--- config.mk ---
export PLATFORM = sky130hd
export DESIGN_NAME = imhq_ctrl
export DESIGN_NICKNAME = d
export VERILOG_FILES = /design/src/design/imhq_pkg.sv /design/src/design/imhq_ctrl.sv
export SDC_FILE = /design/constraint.sdc
export NUM_CORES = 1
export LEC_CHECK = 0
export BUFFER_PORTS_ARGS = -buffer_cell sky130_fd_sc_hd__buf_2
export CORE_AREA = 2 2 39 41
export DETAILED_ROUTE_END_ITERATION = 8
export DIE_AREA = 0 0 41 43
export GPL_ROUTABILITY_DRIVEN = 1
export GPL_TIMING_DRIVEN = 0
export PLACE_DENSITY = 0.64
export SLEW_MARGIN = 30
export SYNTH_ARGS = -nofsm -noshare
export SYNTH_HDL_FRONTEND = slang
export SYNTH_SLANG_ARGS = --single-unit
--- constraint.sdc ---
create_clock -name clock -period 2.75 [get_ports clock]
set_input_delay 0.275 -clock clock [delete_from_list [all_inputs] [get_ports clock]]
set_output_delay 0.275 -clock clock [all_outputs]
set_load 0.01 [all_outputs]
--- src/design/imhq_pkg.sv ---
// ----------------------------------------------------------------------------
// imhq_pkg
// Shared types and codes for the indexed min-heap queue.
// ----------------------------------------------------------------------------
`timescale 1ns / 1ps
`default_nettype none
package imhq_pkg;

   localparam logic [1:0] MODE_INSERT = 2'd0;
   localparam logic [1:0] MODE_POP    = 2'd1;
   localparam logic [1:0] MODE_UPDATE = 2'd2;
   localparam logic [1:0] MODE_UNUSED = 2'd3;

   localparam logic [1:0] ST_OK     = 2'd0;
   localparam logic [1:0] ST_FULL   = 2'd1;
   localparam logic [1:0] ST_EMPTY  = 2'd2;
   localparam logic [1:0] ST_ABSENT = 2'd3;

   typedef enum logic [4:0] {
      S_CLEAR,
      S_IDLE,
      S_DECIDE,
      S_APPEND,
      S_POP_RD,
      S_POP_SW,
      S_POP_WR,
      S_SW_RD,
      S_SW_KEY,
      S_SW_CMP,
      S_SW_WR,
      S_SK_RD,
      S_SK_KEY,
      S_SK_CMP,
      S_SK_WR,
      S_FR_RD,
      S_FR_KEY,
      S_DONE
   } state_type;

   // one command: the controller names a step, the datapath performs it
   typedef enum logic [3:0] {
      C_NONE,
      C_LATCH,
      C_DECIDE,
      C_APPEND,
      C_POP_RD,
      C_POP_SW,
      C_POP_WR,
      C_SW_RD,
      C_SW_KEY,
      C_SW_WR,
      C_SK_RD,
      C_SK_KEY,
      C_SK_WR,
      C_FR_RD,
      C_FR_KEY,
      C_CLEAR
   } cmd_type;

   typedef struct packed {
      logic clr_last;       // clearing pass at last node
      logic is_ok_present;  // update path on present node
      logic is_append;      // insert of new node
      logic is_pop;         // pop of non-empty heap
      logic sw_go;          // swim step needs swap
      logic sk_more;        // sink has a child
      logic sk_go;          // sink step needs swap
   } status_type;

endpackage
`default_nettype wire

--- src/design/imhq_ctrl.sv ---
// ----------------------------------------------------------------------------
// imhq_ctrl
// Sequencer for insert, pop and update walks over the heap.
// ----------------------------------------------------------------------------
`timescale 1ns / 1ps
`default_nettype none
module imhq_ctrl (
   input  wire                  clock,
   input  wire                  reset,
   input  wire                  req_fire,
   input  wire                  rsp_fire,
   input  imhq_pkg::status_type stat,
   output imhq_pkg::cmd_type    cmd,
   output logic                 busy,
   output logic                 done
);
   import imhq_pkg::*;

   state_type state_ff, state_in;

   always_ff @(posedge clock) begin
      if (reset) state_ff <= S_CLEAR;
      else       state_ff <= state_in;
   end

   always_comb begin
      state_in = state_ff;
      unique case (state_ff)
         S_CLEAR:  if (stat.clr_last) state_in = S_IDLE;
         S_IDLE:   if (req_fire) state_in = S_DECIDE;
         S_DECIDE: state_in = S_APPEND;
         S_APPEND: begin
            if (stat.is_append || stat.is_ok_present) state_in = S_SW_RD;
            else if (stat.is_pop) state_in = S_POP_RD;
            else state_in = S_FR_RD;
         end
         S_POP_RD: state_in = S_POP_SW;
         S_POP_SW: state_in = S_POP_WR;
         S_POP_WR: state_in = S_SK_CMP;
         S_SW_RD:  state_in = S_SW_KEY;
         S_SW_KEY: state_in = S_SW_CMP;
         S_SW_CMP: state_in = stat.sw_go ? S_SW_WR : S_FR_RD;
         S_SW_WR:  state_in = S_SW_RD;
         S_SK_CMP: state_in = stat.sk_more ? S_SK_RD : S_FR_RD;
         S_SK_RD:  state_in = S_SK_KEY;
         S_SK_KEY: state_in = S_SK_WR;
         S_SK_WR:  state_in = S_SK_CMP;
         S_FR_RD:  state_in = S_FR_KEY;
         S_FR_KEY: state_in = S_DONE;
         S_DONE:   if (rsp_fire) state_in = S_IDLE;
         default:  state_in = S_IDLE;
      endcase
   end

   always_comb begin
      cmd  = C_NONE;
      busy = 1'b1;
      done = 1'b0;
      unique case (state_ff)
         S_CLEAR:  cmd = C_CLEAR;
         S_IDLE:   begin busy = 1'b0; if (req_fire) cmd = C_LATCH; end
         S_DECIDE: cmd = C_DECIDE;
         S_APPEND: cmd = C_APPEND;
         S_POP_RD: cmd = C_POP_RD;
         S_POP_SW: cmd = C_POP_SW;
         S_POP_WR: cmd = C_POP_WR;
         S_SW_RD:  cmd = C_SW_RD;
         S_SW_KEY: cmd = C_SW_KEY;
         S_SW_CMP: cmd = C_NONE;
         S_SW_WR:  cmd = C_SW_WR;
         S_SK_CMP: cmd = C_NONE;
         S_SK_RD:  cmd = C_SK_RD;
         S_SK_KEY: cmd = C_SK_KEY;
         S_SK_WR:  cmd = C_SK_WR;
         S_FR_RD:  cmd = C_FR_RD;
         S_FR_KEY: cmd = C_FR_KEY;
         S_DONE:   done = 1'b1;
         default:  cmd = C_NONE;
      endcase
   end

`ifndef ASSERT_OFF
   a_no_rsp_idle: assert property (@(posedge clock) disable iff (reset)
      !busy |-> !done) else $error("result while idle");
   a_done_holds: assert property (@(posedge clock) disable iff (reset)
      done && !rsp_fire |=> done) else $error("result dropped");
   a_latch_idle: assert property (@(posedge clock) disable iff (reset)
      cmd == C_LATCH |-> !busy) else $error("latch while busy");
`endif
endmodule
`default_nettype wire

# Yosys cells after proc, flatten, opt, wreduce, memory -nomap -nowiden
# Cells that the tools add are included.
# totals
regBits	5
output_inout_bits	6
input_bits	11
# classes
reduce_logical	4
muxes	12
eq_ne	20
# op_table
cell	n
$pmux W5 S17	1
$pmux W4 S15	1
$eq A5 B4 Y1 const B	8
$eq A5 B3 Y1 const B	4
$mux W5	3
$eq A5 B2 Y1 const B	2
$eq A5 B5 Y1 const B	2
$mux W4	2
$mux W3	2
$ne A2 B2 Y1 const B	3
$eq A5 B1 Y1 const B	1
$logic_not A5 Y1	1
$mux W1	3
$reduce_and A3 Y1	1
$reduce_or A2 Y1	1
$logic_or A1 B1 Y1	1

# Longest topological paths before layout
# logic_depth
word_depth	3
ltp_mapped	5
depth_no_buf	4

# Worst setup path after synthesis
# No wires, ideal clock.
# synth_path
path_type	reg-to-output
from	register state_ff[3]
to	output port cmd[0]
path_stages_with_launch	6
arrival_ps	1190
path_buffers	1
setup_slack_ps	1285
t_required_ps	2475
path_cell_list	dfxtp_1 buf_2 inv_1 o21ai_1 a21oi_1 a2111oi_2
# synth_via
elab_chain_len	2
word_cells_on_any_way	16
# synth_rtl
element	line	source
start: declaration	imhq_ctrl.sv:19	state_type state_ff, state_in;
start signal: assignment	imhq_ctrl.sv:23	else state_ff <= state_in;
$eq A5 B5 Y1 (tied with other cells)	imhq_ctrl.sv:59	unique case (state_ff)
$pmux W4 S15 *	imhq_ctrl.sv:59	
end: declaration	imhq_ctrl.sv:13	output imhq_pkg::cmd_type cmd,
# Mark *: on every way between the ends. The rest lies on a longest branch, timed or not.

# Final worst setup path
# Ends and elaborated chain as after synthesis.

==> results.txt <==
The total via count after detailed routing was 579; the boundary pin count was 17. For the number of buffers added for setup after CTS, the log shows 0. The tool flagged a number of max-cap violations equal to 0. For this block, the initial DRC count from the detailed router was 20.

For the first-pass iteration count of the detailed router, the log shows 4. The multi-input combinational cell area was 353 um2; the worst-path maximum fanout was 8. The worst hold path terminates at state_ff[0].

The run gives 0.00176 mm2 as the floorplan die area. The initial cell density of the core was 36.3%. The tools report the largest net degree at the start of global routing as 11. The category of the critical setup timing path was register to output pin.

For this run, the share of the core covered by cells in the final layout is 45.1%. The maximum clock path buffer count was 2; the number of nets in the finished design was 101. The tools report the endpoint required time on the critical path as 2480 ps.

For this run, the total global-route usage over all layers was measured as 16.7%. Counting every instance in the synthesized netlist gives 70. Averaged over all synthesized cells, the footprint is 7.19 um2. In this run the most critical hold path is launched from reset. Across the routed clock network, the largest skew measured is 3.39 ps. The count of cell types in the netlist came out at 31.

Post-detailed-placement half-perimeter wirelength: 937 um. The wire length per cell after detailed routing came out at 12.1 um. The number of antenna diodes is 0. The largest registers in the layout are state_ff x5. The worst hold path passes through 2 cells. The run gives 0.538 GHz as the achievable clock frequency.

The number of global-route vias before repair is 493. In the routed layout, each cell is associated on average with a via count of 5.51. Clock tree synthesis found a total of 5 sinks. Setup repair after global routing left no endpoint under its margin. Of the synthesized area, sequential elements account for 19.9%. Counting the fill cells in the layout gives 148. The first global-routing pass estimated 2.04 mm of wire.

For the level count of the clock H-tree, the log shows 1. Synthesis produced a netlist with a net count of 81. The worst setup path is captured at an output pin. The register bank with the most flops is state_ff. Setup total negative slack on the finished layout was measured at 0 ps.

TritonCTS built the clock tree. For this design the static power due to leakage is 0.273 nW. The library cell used most frequently in the layout, excluding fill and tap cells, is sky130_fd_sc_hd__buf_2.

For this run, the number of Yosys warnings is 0. After clock tree synthesis, the flow added hold-fix buffers numbering 0. The number of pins exceeding their max-slew limit in the final report was 0; the slack of the worst reg-to-reg path was 1430 ps. For this run, the number of standard cells in the final layout without fillers is 105. The run gives 503 um2 as the post-synthesis cell area. From bottom edge to top edge, the die measures 43 um. The number of DRC violations after detailed routing was 0; the relative area change from synthesis to final layout was 24.1%. The final critical-path setup slack was 892 ps; the number of I/O port buffers was 15. The number of standard-cell rows in the floorplan came out at 14. In the final layout, the share of cells above drive strength 1 is 34.8%. The run finished with clean final reports. In the final layout, flip-flops and latches occupy 100 um2. The worst register-to-register path ends at state_ff[3]. The tools report the data arrival time of the critical path as 1580 ps.

The tools report the pre-CTS worst setup slack as 1150 ps. At the pin with the least slew margin, the transition time is 393 ps. For the weighted congestion at the end of routability-driven global placement, the log shows 0.783.

The worst register-to-register path begins at state_ff[3]. In this run, placement finished with an instance count of 101. Nature of the critical path startpoint: a register. The count of nets left with antenna violations once routing finished came out at 0. The register with the most flip-flops in the layout has 5 of them. The tools report the remaining global-route overflow as 0. The tools report the initial antenna violation count as 0. The share of the clock period used by the worst path came out at 67.5%. The core box area was 0.00138 mm2; the final period demand of the worst path was 1860 ps. Setup violations remaining at the end of the flow were counted as 0. In the layout the commonest cells are sky130_fd_sc_hd__buf_2, sky130_fd_sc_hd__a21oi_1, sky130_fd_sc_hd__nand2_1, sky130_fd_sc_hd__nor2_1, sky130_fd_sc_hd__dfxtp_1. From left edge to right edge, the die measures 41 um. Clock latency on the worst-skew pair, taken at its later pin, is 240 ps. The number of gates resized after CTS was 0. The total length of routed wires is 1.27 mm, and the headroom to the max-slew limit is 73.6%. Buffer type at the clock tree root: sky130_fd_sc_hd__clkbuf_4.

IR analysis of the VDD net gives a maximum drop of 0.190 mV. Clock-pin slew was measured on the worst setup and hold paths at 40 ps. The worst register-to-register path has a depth of 5. Counting the buffers created by CTS gives 3.

The power per cell area was 422 mW/mm2; the number of register bits inferred by synthesis was 5. Final hold analysis gives a worst-case slack of 228 ps. The path class of the tightest hold or removal check is input pin to register. The number of endpoints with negative hold slack in the final report was 0.
-- cell families after synthesis --
logic type | count (synthesis) | synth area share (%)
buffers and inverters | 11 | 9.95
flip-flops | 5 | 19.9
AO/OA/AOI/OAI | 28 | 39.8
AND/OR/NAND/NOR | 26 | 30.3
-- worst max-delay path, cell delays in order (launching register included) --
cell and delay (ps):
sky130_fd_sc_hd__dfxtp_1 300, sky130_fd_sc_hd__buf_2 190, sky130_fd_sc_hd__inv_1 100, sky130_fd_sc_hd__o21ai_1 170
sky130_fd_sc_hd__a21oi_1 100, sky130_fd_sc_hd__a2111oi_2 310, sky130_fd_sc_hd__buf_2 180
-- where the power goes --
part,internal [mW],switching (mW),leakage [nW]
registers,0.0763,0.00331,0.0406
logic,0.0469,0.0529,0.218
clock network,0.0548,0.0295,0.0150
total,0.178,0.0857,0.273
-- through the flow --
stage / area (um2) / power [mW]
3_5_place_dp: 598 / 0.181
2_1_floorplan: 503 / 0.150
6_report: 624 / 0.264
5_1_grt: 624 / 0.286
3_3_place_gp: 598 / 0.181
4_1_cts: 624 / 0.270
-- Yosys cell counts, drive strengths merged --
cell type | instances | area (um2)
a21oi | 11 | 55.1
buf | 7 | 35.0
nand2 | 6 | 22.5
nor2 | 6 | 22.5
dfxtp | 5 | 100
inv | 4 | 15.0
o21ai | 3 | 15.0
a211oi | 2 | 20.0
and3 | 2 | 12.5
nand2b | 2 | 12.5
nor2b | 2 | 12.5
o22ai | 2 | 12.5
o31ai | 2 | 15.0
a2111oi | 1 | 15.0
a221oi | 1 | 15.0
a22oi | 1 | 7.51
a311oi | 1 | 8.76
and2 | 1 | 6.26
and2b | 1 | 10.0
nand3 | 1 | 5.00
nand4 | 1 | 6.26
nor3b | 1 | 12.5
nor4 | 1 | 12.5
nor4b | 1 | 8.76
o211a | 1 | 10.0
o21bai | 1 | 7.51
o31a | 1 | 8.76
o32a | 1 | 10.0
or3b | 1 | 8.76
-- area by class of cell --
| cell class | count | share of cell area (%) |
|---|---|---|
| well taps | 16 | 3.21 |
| flip-flops and latches | 5 | 16.0 |
| clock buffers | 4 | 4.21 |
| multi-input cells | 54 | 56.5 |
| inverters | 4 | 2.40 |
| repair buffers | 15 | 12.0 |
| plain buffers | 7 | 5.61 |
-- metal layers --
| layer | vias up | share of wire, % | track usage [%] |
|---|---|---|---|
| li1 | 296 | - | - |
| met1 | 268 | 47 | 22.3 |
| met2 | 15 | 47 | 24.7 |
| met3 | 0 | 5.4 | 4.71 |
| met4 | 0 | 0 | 6.00 |
| met5 | - | 0 | 0 |
-- worst max path at each step --
| stage | cells after the start | slack [ps] | endpoint | startpoint |
|---|---|---|---|---|
| after detailed placement | 6 | 1150 | cmd[0] | state_ff[3] |
| final | 6 | 890 | cmd[0] | state_ff[3] |
| after CTS | 6 | 880 | cmd[0] | state_ff[3] |
| after floorplan | 5 | 1280 | cmd[0] | state_ff[3] |
| after global placement | 6 | 1150 | cmd[0] | state_ff[3] |
| after global routing | 6 | 700 | cmd[0] | state_ff[3] |
Note: power is estimated with default switching activity, not from simulation.
